==> config.mk <==
export PLATFORM = sky130hd
export DESIGN_NAME = prc_emit
export DESIGN_NICKNAME = d
export VERILOG_FILES = /design/src/sv/prc_pkg.sv /design/src/sv/prc_emit.sv
export SDC_FILE = /design/constraint.sdc
export NUM_CORES = 1
export LEC_CHECK = 0
export BUFFER_PORTS_ARGS = -buffer_cell sky130_fd_sc_hd__buf_2
export CAP_MARGIN = 20
export CORE_AREA = 5 5 130 132
export CTS_CLUSTER_DIAMETER = 40
export DETAILED_ROUTE_END_ITERATION = 6
export DIE_AREA = 0 0 135 137
export GPL_ROUTABILITY_DRIVEN = 0
export SKIP_CTS_REPAIR_TIMING = 1
export SKIP_LAST_GASP = 1
export SYNTH_ARGS = -nofsm -noshare
export SYNTH_HDL_FRONTEND = slang
export SYNTH_SLANG_ARGS = --single-unit
==> constraint.sdc <==
create_clock -name clk -period 4.8 [get_ports clk]
set_input_delay 0.96 -clock clk [delete_from_list [all_inputs] [get_ports clk]]
set_output_delay 0.96 -clock clk [all_outputs]
set_load 0.05 [all_outputs]
==> src/sv/prc_pkg.sv <==
// ----------------------------------------------------------------------------
// prc_pkg: shared types and constants of the packet rule classifier
// Transaction structs, rule storage layout and protocol codes used by the
// rule cells, the result emitter and the top level.
// ----------------------------------------------------------------------------
package prc_pkg;

	localparam int RULE_SLOTS = 16;

	localparam logic MODE_LOAD  = 1'b0;
	localparam logic MODE_CHECK = 1'b1;

	localparam logic [2:0] PROTO_TCP = 3'd0;
	localparam logic [2:0] PROTO_UDP = 3'd1;
	localparam logic [2:0] PROTO_ANY = 3'd4;

	localparam logic [1:0] KIND_V4 = 2'd0;
	localparam logic [1:0] KIND_V6 = 2'd1;

	localparam logic [7:0] FLAGS_ANY = 8'hFF;

	// rule_opts bit positions
	localparam int OPT_SRC_ADDR_ANY = 0;
	localparam int OPT_SRC_PORT_ANY = 1;
	localparam int OPT_DST_ADDR_ANY = 2;
	localparam int OPT_DST_PORT_ANY = 3;
	localparam int OPT_ACTION_LOG   = 4;

	// input transaction
	typedef struct packed {
		logic        mode;
		logic [3:0]  slot;
		logic [2:0]  proto_code;
		logic [1:0]  net_kind;
		logic [63:0] src_addr_hi;
		logic [63:0] src_addr_lo;
		logic [63:0] dst_addr_hi;
		logic [63:0] dst_addr_lo;
		logic [15:0] src_port_num;
		logic [15:0] dst_port_num;
		logic [7:0]  tcp_flag_bits;
		logic [4:0]  rule_opts;
	} item_t;

	// result transaction
	typedef struct packed {
		logic [3:0] hit_slot;
		logic       action_kind;
		logic       hit;
		logic       last;
	} result_t;

	// packet header fields that travel down the cell chain
	typedef struct packed {
		logic [2:0]  proto;
		logic [1:0]  kind;
		logic [63:0] src_hi;
		logic [63:0] src_lo;
		logic [63:0] dst_hi;
		logic [63:0] dst_lo;
		logic [15:0] sport;
		logic [15:0] dport;
		logic [7:0]  flags;
	} probe_t;

	// one stored rule
	typedef struct packed {
		logic [2:0]  proto;
		logic        v6;
		logic [63:0] src_hi;
		logic [63:0] src_lo;
		logic [63:0] dst_hi;
		logic [63:0] dst_lo;
		logic [15:0] sport;
		logic [15:0] dport;
		logic [7:0]  flags;
		logic [4:0]  opts;
	} rule_t;

	// link between neighboring cells; match and action bits shift right
	typedef struct packed {
		logic                  vld;
		probe_t                probe;
		logic [RULE_SLOTS-1:0] hits;
		logic [RULE_SLOTS-1:0] acts;
	} link_t;

endpackage

==> src/sv/prc_emit.sv <==
// ----------------------------------------------------------------------------
// prc_emit: result emitter
// Takes the match vector at the end of the chain and hands out one result
// per matching slot in slot order, or a single no-hit result.
// ----------------------------------------------------------------------------
module prc_emit (
	input  logic             clk,
	input  logic             arst_n,
	input  prc_pkg::link_t   tail,
	output logic             result_valid,
	input  logic             result_stall,
	output prc_pkg::result_t result,
	output logic             done
);

	logic [prc_pkg::RULE_SLOTS-1:0] hits_q;
	logic [prc_pkg::RULE_SLOTS-1:0] acts_q;
	logic                           busy_q;
	logic [prc_pkg::RULE_SLOTS-1:0] rest;
	logic [3:0]                     idx;
	logic                           act;
	logic                           take;

	// find the lowest pending slot
	always_comb begin
		idx = '0;
		act = 1'b0;
		for (int i = prc_pkg::RULE_SLOTS - 1; i >= 0; i--) begin
			if (hits_q[i]) begin
				idx = 4'(i);
				act = acts_q[i];
			end
		end
		rest = hits_q & (hits_q - 1'b1);
	end

	assign result_valid       = busy_q;
	assign result.hit_slot    = idx;
	assign result.action_kind = act;
	assign result.hit         = |hits_q;
	assign result.last        = (rest == '0);
	assign take               = busy_q && !result_stall;
	assign done               = take && result.last;

	// hold the emitter busy until the last result leaves
	always_ff @(posedge clk or negedge arst_n) begin
		if (!arst_n) begin
			busy_q <= 1'b0;
		end else if (tail.vld) begin
			busy_q <= 1'b1;
		end else if (done) begin
			busy_q <= 1'b0;
		end
	end

	// load the vector, drop each slot as its result is taken
	always_ff @(posedge clk) begin
		if (tail.vld) begin
			hits_q <= tail.hits;
			acts_q <= tail.acts;
		end else if (take) begin
			hits_q <= rest;
		end
	end

endmodule

==> flow_metrics.tcl <==
set metrics [dict create \
    status "finished, final reports clean" \
    yosys_warnings 0 \
    hold_viol 0 \
    synth-seq-cells 33 \
    startpoint "hits_q[3]" \
    dr_wl_met2_mm 2.30 \
    cp-end-kind "primary output" \
    crit_chain "nor4_4 -> nand2_2 -> o311ai_2 -> nand4_2 -> nor2_1 -> buf_2" \
    dr.max_layer_used "met4" \
    synth_edf_count 32 \
    numCtsBuffers 5 \
    cp-start-kind "register" \
    n_antenna_cell 0 \
    ys_seq_area_frac 0.527 \
    yosys.area.top_type_share 0.514 \
    drv_cap 0 \
    crit_slowest_cell "edfxtp_1" \
    crit_buf_inv 1 \
    start_util 0.120 \
    critPathMaxFanout 10 \
    grt_pass1_vias 1475 \
    cp.required_ns 3.84 \
    path_depth 6 \
    cp_top_family "simple AND/OR/NAND/NOR gates" \
    synth_area_um2 1870 \
    slowest_delay_ns 0.58 \
    ys_top_cells_by_area "edfxtp_1 (51%), o21ai_0 (6.4%), nand2_1 (6.0%), nor4_4 (4.5%), nor2_1 (3.0%)" \
    syn-num-nets 517 \
    vias 1468 \
    slew_viol_final 0 \
    reg2reg_to "result_valid" \
    layout-drive-gt1-share 0.292 \
    rows 46 \
    synth_most_common_cell "edfxtp_1" \
    crit_type "register to primary output" \
    dr_wl_met3_um 281 \
    r2r_cells 6 \
    grt_pass1_wl_mm 7.86 \
    core_region_area_um2 15600 \
    synth_flop_cell "edfxtp_1" \
    die_width_um 135 \
    finClkSkew_ns 0.00337 \
    finalSetupViolCount 0 \
    synth_top_cell_by_area "edfxtp_1" \
    vdd_drop_max_v 0.000119 \
    clock-root-buffer "clkbuf_16" \
    die_h_um 137 \
    wirelength_mm 5.27 \
    drtIter0Drc 63 \
    antenna_found_initial 0 \
    p_per_area_nw_per_um2 337 \
    io_buffers 44 \
    htreeDepth 2 \
    synth_cell_types 44 \
    overflow 0 \
    antenna_left 0 \
    grt_max_degree 50 \
    fin_crit_sh 0.689 \
    syn-instance-count 180 \
    setup_tns_ns 0 \
    worstSkewPairLatency_ns 0.27 \
    place_area_um2 2290 \
    syn2layout_area_growth_pct 29.8 \
    worstHoldPathType "input pin to async pin" \
    cp.arrival_ns 2.35 \
    postLayoutCellArea_um2 2430 \
    maxSlewHeadroom 0.481 \
    p_leak_uw 0.000865 \
    dieArea_um2 18500 \
    finalNetCount 555 \
    ys_async_sr_fraction 0.0303 \
    worstMarginPinSlew_ns 0.778 \
    routedWlPerCell_um 12.1 \
    clk_path_buf_depth 2 \
    m1WireLength_mm 2.63 \
    track_usage 0.0564 \
    syn_area_per_cell_um2 10.4 \
    cts_sinks 33 \
    rsz0062_at_grt "no" \
    remaining_drc_errors 0 \
    dr.pass1.iters 4 \
    io_pins 346 \
    r2r_start "hits_q[3]" \
    dp_hpwl_mm 4.02 \
    crit_end "done" \
    max_freq_mhz 302 \
    vias_per_cell 3.37 \
    rrSetupSlack_ns 2.81 \
    clkTransAtPathRegs_ns 0.05 \
    cts_tree "done" \
    fin_crit_ns 3.31 \
    ys_top_cells_by_count "edfxtp_1 (32), nand2_1 (30), o21ai_0 (24), nor2_1 (15), a21oi_1 (10)" \
]
## report_power, final
group	switching, µW	internal (µW)	leakage (µW)	total, µW
clock	109	187	0.0000687	296
combinational	75.8	52.0	0.000462	128
sequential	46.4	348	0.000334	395
total	231	587	0.000865	819
## per-stage QoR
step / instances / power, µW / utilization / setup slack (ns) / hold slack, ns
5_1_grt: 435 / 863 / 0.156 / 1.36 / 0.441
3_5_place_dp: 427 / 528 / 0.147 / 1.75 / 0.511
6_report: 435 / 819 / 0.156 / 1.49 / 0.451
4_1_cts: 435 / 831 / 0.156 / 1.46 / 0.442
3_3_place_gp: 427 / 525 / 0.147 / 1.75 / 0.508
2_1_floorplan: 180 / 485 / - / 1.76 / 0.664
## how the worst min path moves through the flow
stage / start / to / slack [ns] / cells past startpoint
after detailed placement: result_valid / result_valid / 0.51 / 2
final: arst_n / result_valid / 0.45 / 1
after floorplan: arst_n / result_valid / 0.66 / 0
after CTS: arst_n / result_valid / 0.44 / 1
after global placement: result_valid / result_valid / 0.51 / 2
after global routing: arst_n / result_valid / 0.44 / 1
## worst register-to-register path: stages (launching register included)
cell and delay, ns:
edfxtp_1 0.58, nor4_4 0.46, nand2_2 0.17, o311ai_2 0.26, nand4_2 0.19, o21ai_2 0.16, nand2b_1 0.06
## layout by cell type, fill, tap and decap left out, types with 2 or more instances in the layout
cell,count
nor2b_1,2
a21oi_1,10
nand2_1,30
clkbuf_16,5
nand3_1,3
buf_2,44
nor4_4,4
edfxtp_1,32
a211oi_1,2
o31ai_1,4
nor3_1,2
inv_1,5
nor2_1,15
o21ai_0,24
a2111oi_0,2
o21bai_1,2
a31oi_1,2
nand2b_1,3
clkinv_1,2
## final cells by class
class                           instances  area (µm²)
Timing Repair Buffer                   45         228
Clock inverter                          3        12.5
Tap cell                              216         270
Clock buffer                            5         125
Multi-Input combinational cell        128         787
Sequential cell                        33         986
Fill cell                            1750       13200
Inverter                                5        18.8
## registers in the layout (all words and copies together) (netlist names)
signal	cells
result_valid	1
acts_q	16
hits_q	16
## routing by layer
| layer | vias up | track usage |
|---|---|---|
| met3 | 5 | 0.0147 |
| met2 | 45 | 0.0823 |
| met4 | 0 | 0.0185 |
| li1 | 746 | - |
| met1 | 672 | 0.0807 |
| met5 | - | 0 |
## cells by family after synthesis
group | Yosys count | synth area share
flops | 33 | 0.527
buf+inv | 19 | 0.0522
simple gates | 69 | 0.207
fa+ha+maj | 1 | 0.00602
compound gates | 58 | 0.208
(Power assumes the default switching activity.)
