--- src/sv/prc_pkg.sv ---
// ----------------------------------------------------------------------------
// prc_pkg: shared types and constants of the packet rule classifier
// Transaction structs, rule storage layout and protocol codes used by the
// rule cells, the result emitter and the top level.
// ----------------------------------------------------------------------------
package prc_pkg;

	localparam int RULE_SLOTS = 16;

	localparam logic MODE_LOAD  = 1'b0;
	localparam logic MODE_CHECK = 1'b1;

	localparam logic [2:0] PROTO_TCP = 3'd0;
	localparam logic [2:0] PROTO_UDP = 3'd1;
	localparam logic [2:0] PROTO_ANY = 3'd4;

	localparam logic [1:0] KIND_V4 = 2'd0;
	localparam logic [1:0] KIND_V6 = 2'd1;

	localparam logic [7:0] FLAGS_ANY = 8'hFF;

	// rule_opts bit positions
	localparam int OPT_SRC_ADDR_ANY = 0;
	localparam int OPT_SRC_PORT_ANY = 1;
	localparam int OPT_DST_ADDR_ANY = 2;
	localparam int OPT_DST_PORT_ANY = 3;
	localparam int OPT_ACTION_LOG   = 4;

	// input transaction
	typedef struct packed {
		logic        mode;
		logic [3:0]  slot;
		logic [2:0]  proto_code;
		logic [1:0]  net_kind;
		logic [63:0] src_addr_hi;
		logic [63:0] src_addr_lo;
		logic [63:0] dst_addr_hi;
		logic [63:0] dst_addr_lo;
		logic [15:0] src_port_num;
		logic [15:0] dst_port_num;
		logic [7:0]  tcp_flag_bits;
		logic [4:0]  rule_opts;
	} item_t;

	// result transaction
	typedef struct packed {
		logic [3:0] hit_slot;
		logic       action_kind;
		logic       hit;
		logic       last;
	} result_t;

	// packet header fields that travel down the cell chain
	typedef struct packed {
		logic [2:0]  proto;
		logic [1:0]  kind;
		logic [63:0] src_hi;
		logic [63:0] src_lo;
		logic [63:0] dst_hi;
		logic [63:0] dst_lo;
		logic [15:0] sport;
		logic [15:0] dport;
		logic [7:0]  flags;
	} probe_t;

	// one stored rule
	typedef struct packed {
		logic [2:0]  proto;
		logic        v6;
		logic [63:0] src_hi;
		logic [63:0] src_lo;
		logic [63:0] dst_hi;
		logic [63:0] dst_lo;
		logic [15:0] sport;
		logic [15:0] dport;
		logic [7:0]  flags;
		logic [4:0]  opts;
	} rule_t;

	// link between neighboring cells; match and action bits shift right
	typedef struct packed {
		logic                  vld;
		probe_t                probe;
		logic [RULE_SLOTS-1:0] hits;
		logic [RULE_SLOTS-1:0] acts;
	} link_t;

endpackage

--- src/sv/prc_cell.sv ---
// ----------------------------------------------------------------------------
// prc_cell: one rule slot of the classifier chain
// Holds one rule, compares it against the packet passing by and hands the
// packet, with its match and action bits shifted in, to the next cell.
// ----------------------------------------------------------------------------
module prc_cell (
	input  logic            clk,
	input  logic            arst_n,
	input  logic            ld_en,
	input  prc_pkg::item_t  ld,
	input  prc_pkg::link_t  up,
	output prc_pkg::link_t  dn
);

	prc_pkg::rule_t rule_q;
	logic           valid_q;
	logic           dn_vld_q;
	prc_pkg::probe_t dn_probe_q;
	logic [prc_pkg::RULE_SLOTS-1:0] dn_hits_q;
	logic [prc_pkg::RULE_SLOTS-1:0] dn_acts_q;

	logic proto_ok, src_ok, dst_ok, sport_ok, dport_ok, flags_ok, l4_ports, match;

	function automatic logic addr_ok(input logic any, input logic v6, input logic [1:0] kind,
		input logic [63:0] rhi, input logic [63:0] rlo,
		input logic [63:0] phi, input logic [63:0] plo);
		logic ok;
		ok = any;
		if (kind == prc_pkg::KIND_V4 && !v6 && rlo[31:0] == plo[31:0])
			ok = 1'b1;
		if (kind == prc_pkg::KIND_V6 && v6 && rhi == phi && rlo == plo)
			ok = 1'b1;
		return ok;
	endfunction

	// capture the rule on a load
	always_ff @(posedge clk) begin
		if (ld_en) begin
			rule_q.proto  <= ld.proto_code;
			rule_q.v6     <= (ld.net_kind == prc_pkg::KIND_V6);
			rule_q.src_hi <= ld.src_addr_hi;
			rule_q.src_lo <= ld.src_addr_lo;
			rule_q.dst_hi <= ld.dst_addr_hi;
			rule_q.dst_lo <= ld.dst_addr_lo;
			rule_q.sport  <= ld.src_port_num;
			rule_q.dport  <= ld.dst_port_num;
			rule_q.flags  <= ld.tcp_flag_bits;
			rule_q.opts   <= ld.rule_opts;
		end
	end

	// mark the slot valid once loaded
	always_ff @(posedge clk or negedge arst_n) begin
		if (!arst_n) begin
			valid_q <= 1'b0;
		end else if (ld_en) begin
			valid_q <= 1'b1;
		end
	end

	// compare rule against the passing packet
	always_comb begin
		l4_ports = (up.probe.proto == prc_pkg::PROTO_TCP) ||
			(up.probe.proto == prc_pkg::PROTO_UDP);
		proto_ok = (rule_q.proto == up.probe.proto) || (rule_q.proto == prc_pkg::PROTO_ANY);
		src_ok   = addr_ok(rule_q.opts[prc_pkg::OPT_SRC_ADDR_ANY], rule_q.v6, up.probe.kind,
			rule_q.src_hi, rule_q.src_lo, up.probe.src_hi, up.probe.src_lo);
		dst_ok   = addr_ok(rule_q.opts[prc_pkg::OPT_DST_ADDR_ANY], rule_q.v6, up.probe.kind,
			rule_q.dst_hi, rule_q.dst_lo, up.probe.dst_hi, up.probe.dst_lo);
		sport_ok = rule_q.opts[prc_pkg::OPT_SRC_PORT_ANY] ||
			(l4_ports && rule_q.sport == up.probe.sport);
		dport_ok = rule_q.opts[prc_pkg::OPT_DST_PORT_ANY] ||
			(l4_ports && rule_q.dport == up.probe.dport);
		flags_ok = (rule_q.flags == prc_pkg::FLAGS_ANY) ||
			(rule_q.flags == up.probe.flags && rule_q.proto == prc_pkg::PROTO_TCP);
		match    = valid_q && proto_ok && src_ok && dst_ok && sport_ok && dport_ok && flags_ok;
	end

	// advance the valid flag
	always_ff @(posedge clk or negedge arst_n) begin
		if (!arst_n) begin
			dn_vld_q <= 1'b0;
		end else begin
			dn_vld_q <= up.vld;
		end
	end

	// advance the packet and shift in this slot's result
	always_ff @(posedge clk) begin
		dn_probe_q <= up.probe;
		dn_hits_q  <= {match, up.hits[prc_pkg::RULE_SLOTS-1:1]};
		dn_acts_q  <= {rule_q.opts[prc_pkg::OPT_ACTION_LOG], up.acts[prc_pkg::RULE_SLOTS-1:1]};
	end

	assign dn.vld   = dn_vld_q;
	assign dn.probe = dn_probe_q;
	assign dn.hits  = dn_hits_q;
	assign dn.acts  = dn_acts_q;

endmodule

--- config.mk ---
export PLATFORM = sky130hd
export DESIGN_NAME = prc_cell
export DESIGN_NICKNAME = d
export VERILOG_FILES = /design/src/sv/prc_pkg.sv /design/src/sv/prc_cell.sv
export SDC_FILE = /design/constraint.sdc
export NUM_CORES = 1
export LEC_CHECK = 0
export BUFFER_PORTS_ARGS = -buffer_cell sky130_fd_sc_hd__clkbuf_2
export CAP_MARGIN = 20
export CORE_AREA = 2 2 388 390
export DETAILED_ROUTE_END_ITERATION = 6
export DIE_AREA = 0 0 390 392
export GPL_TIMING_DRIVEN = 0
export PLACE_DENSITY = 0.41
export RECOVER_POWER = 50
export SLEW_MARGIN = 20
export SYNTH_ARGS = -nofsm -noshare
export SYNTH_HDL_FRONTEND = slang
export SYNTH_SLANG_ARGS = --single-unit
--- constraint.sdc ---
create_clock -name clk -period 3.55 [get_ports clk]
set_input_delay 0.71 -clock clk [delete_from_list [all_inputs] [get_ports clk]]
set_output_delay 0.71 -clock clk [all_outputs]
set_load 0.005 [all_outputs]
==> reports/qor.yml <==
final_cell_mix: "650 x clkbuf_2, 346 x clkbuf_1, 333 x dfxtp_1, 305 x edfxtp_1, 148 x xor2_1"
synth_area_leaders: "edfxtp_1 47%, dfxtp_1 35%, xor2_1 6.7%"
stdcell_count: 4139
yosysTopAreaCellShare_pct: 47.5
boundaryPins: 982
slew-limit-headroom_pct: 30.2
drc: 0
arrival_ns: 3.75
fillers: 16400
period_minus_slack_ns: 3.19
fin_util_pct: 19.4
syn_area_per_cell_sq_um: 18.1
syn_inst: 1066
synth_edf_count: 305
path_max_fanout: 1
die_y_um: 392
hold_viol: 0
ir_drop_mv: 0.351
synth_warnings: 0
place_ws_ns: -1.21
die_area_sq_um: 153000
die_width_um: 390
crit_required_ns: 4.11
numCtsBuffers: 78
drtPass1Iterations: 4
post-route-period-util_pct: 89.8
max_clock_freq_ghz: 0.314
clockRootBuffer: "clkbuf_16"
grt_pass1_vias: 13200
grt.total_usage_pct: 11.9
areaGrowthSynthToFinish_pct: 49.8
yosysUniqueCellTypes: 29
multi_input_area_sq_um: 3420
syn_nets: 1714
place_inst: 3987
gp_congestion: 0.844
antenna_found_initial: 70
ys.flop_type: "dfxtp_1"
tritoncts: "done"
finalWorstSetupSlack_ns: 0.361
postCtsSetupBuffers: 0
grt_start_max_net_pins: 81
slew_violations: 0
critPathKind: "flip-flop to flip-flop"
clock_path_buffers: 3
vias: 13000
io_buffer_count: 974
drive_above_1_share_pct: 35.6
core-area_sq_um: 149000
drtAntennaViolNets: 0
finalClockSkew_ns: 0.0194
rows: 142
path_clk_slew_ns: 0.06
cts_max_level: 3
start_util_pct: 13.0
end_kind: "flip-flop"
grt_pass1_wl_um: 120000
fin_nets: 2772
status: "completed"
p_per_area_nw_per_um2: 613
numClockSinks: 640
wl_um: 95200
seq_area_frac_synth_pct: 82.3
drt-vias-per-instance: 3.15
rsz0062_at_grt: "no"
synth_area_sq_um: 19300
setup_violations: 0
wl_per_cell_um: 23.0
fin_area_sq_um: 28900
placed_area_sq_um: 26700
drt-initial-drc-count: 604
ys_ff_latch: 640
worst_pin_slew_ns: 1.04
clkLatencyLatePin_ns: 0.65
setup_tns_ns: 0
yosys.area.top_type: "edfxtp_1"
register_area_sq_um: 15900
grt-ovfl-total: 0
mostFrequentLayoutCell: "clkbuf_2"
hp-class: "input pin to flip-flop"
maxCapViolCount: 0
async_flop_share_pct: 0.313
cp-start-kind: "flip-flop"
dp_hpwl_um: 80900
p_leak_uw: 0.0113
==> cell type report <==
cell class	count	share of cell area, %
sequential	640	55.0
timing repair buffer	978	15.8
multi-input combinational	421	11.8
tap	1944	8.42
clock buffer	111	7.65
clock inverter	33	1.14
antenna	7	0.0607
inverter	4	0.0520
buffer	1	0.0260
==> cells in the mapped netlist (2+ instances only) <==
library cell  number
inv_1              4
edfxtp_1         305
nand4_1           44
or2_2              2
a31oi_1            3
xnor2_1          146
nand2_1            2
xor2_1           148
a21oi_1            6
nor3_1             5
dfrtp_1            2
nand3_1            5
nor4_1            46
dfxtp_1          333
==> repair_timing <==
item / 4_1_cts / 5_1_grt
setup endpoints to repair: 1 / 0
gates resized for setup: 3 / 0
endpoints found under the hold margin: 2 / 0
hold buffers: 1 / 0
==> path summary, 6_finish.rpt <==
check | from | end | slack (ns) | cells after the start
max | rule_q[269] | dn_hits_q[15] | 0.36 | 7
min | up[18] | dn_hits_q[1] | 0.15 | 1
max reg2reg | rule_q[269] | dn_hits_q[15] | 0.36 | 7
min reg2reg | rule_q[4] | dn_acts_q[15] | 0.34 | 0
max in group asynchronous | arst_n | dn_vld_q | 2.98 | 2
min in group asynchronous | arst_n | valid_q | 0.42 | 2
==> where the power goes <==
group          internal (uW)  switching [uW]
logic                    581             681
clock network           4610            3370
registers               8260             216
total                  13400            4270
==> metal layers <==
layer  global-route usage (%)  share of wire [%]
met3                     4.64                9.3
met2                     19.7                 47
met5                        0              0.026
met4                     3.04                2.5
met1                     14.4                 41
==> stage by stage <==
step	total power, uW	hold WS [ns]
6_report	17700	0.149
5_1_grt	18500	0.0893
4_1_cts	18100	0.0539
3_5_place_dp	9980	0.329
3_3_place_gp	10000	0.325
2_1_floorplan	8940	0.323
==> worst max-delay path, stage by stage, from the launching register on <==
cell,delay [ns]
edfxtp_1,0.37
xor2_1,0.16
nor4_1,0.77
nand4_1,0.25
nor4_2,0.61
a31oi_1,0.22
o32a_1,0.37
nor4_1,0.33
==> state kept, by name, indices dropped and copies added (netlist names) <==
register and flops:
dn 301, dn_acts_q 16, dn_hits_q 16, dn_vld_q 1, rule_q 305, valid_q 1
==> cells by family after synthesis <==
group | share of synthesized area [%]
AOI/OAI and AO/OA | 0.545
DFF | 82.3
and+or+nand+nor | 3.65
xor gates and xnor gates | 13.4
buffers and inverters | 0.117
(Power assumes the default switching activity.)
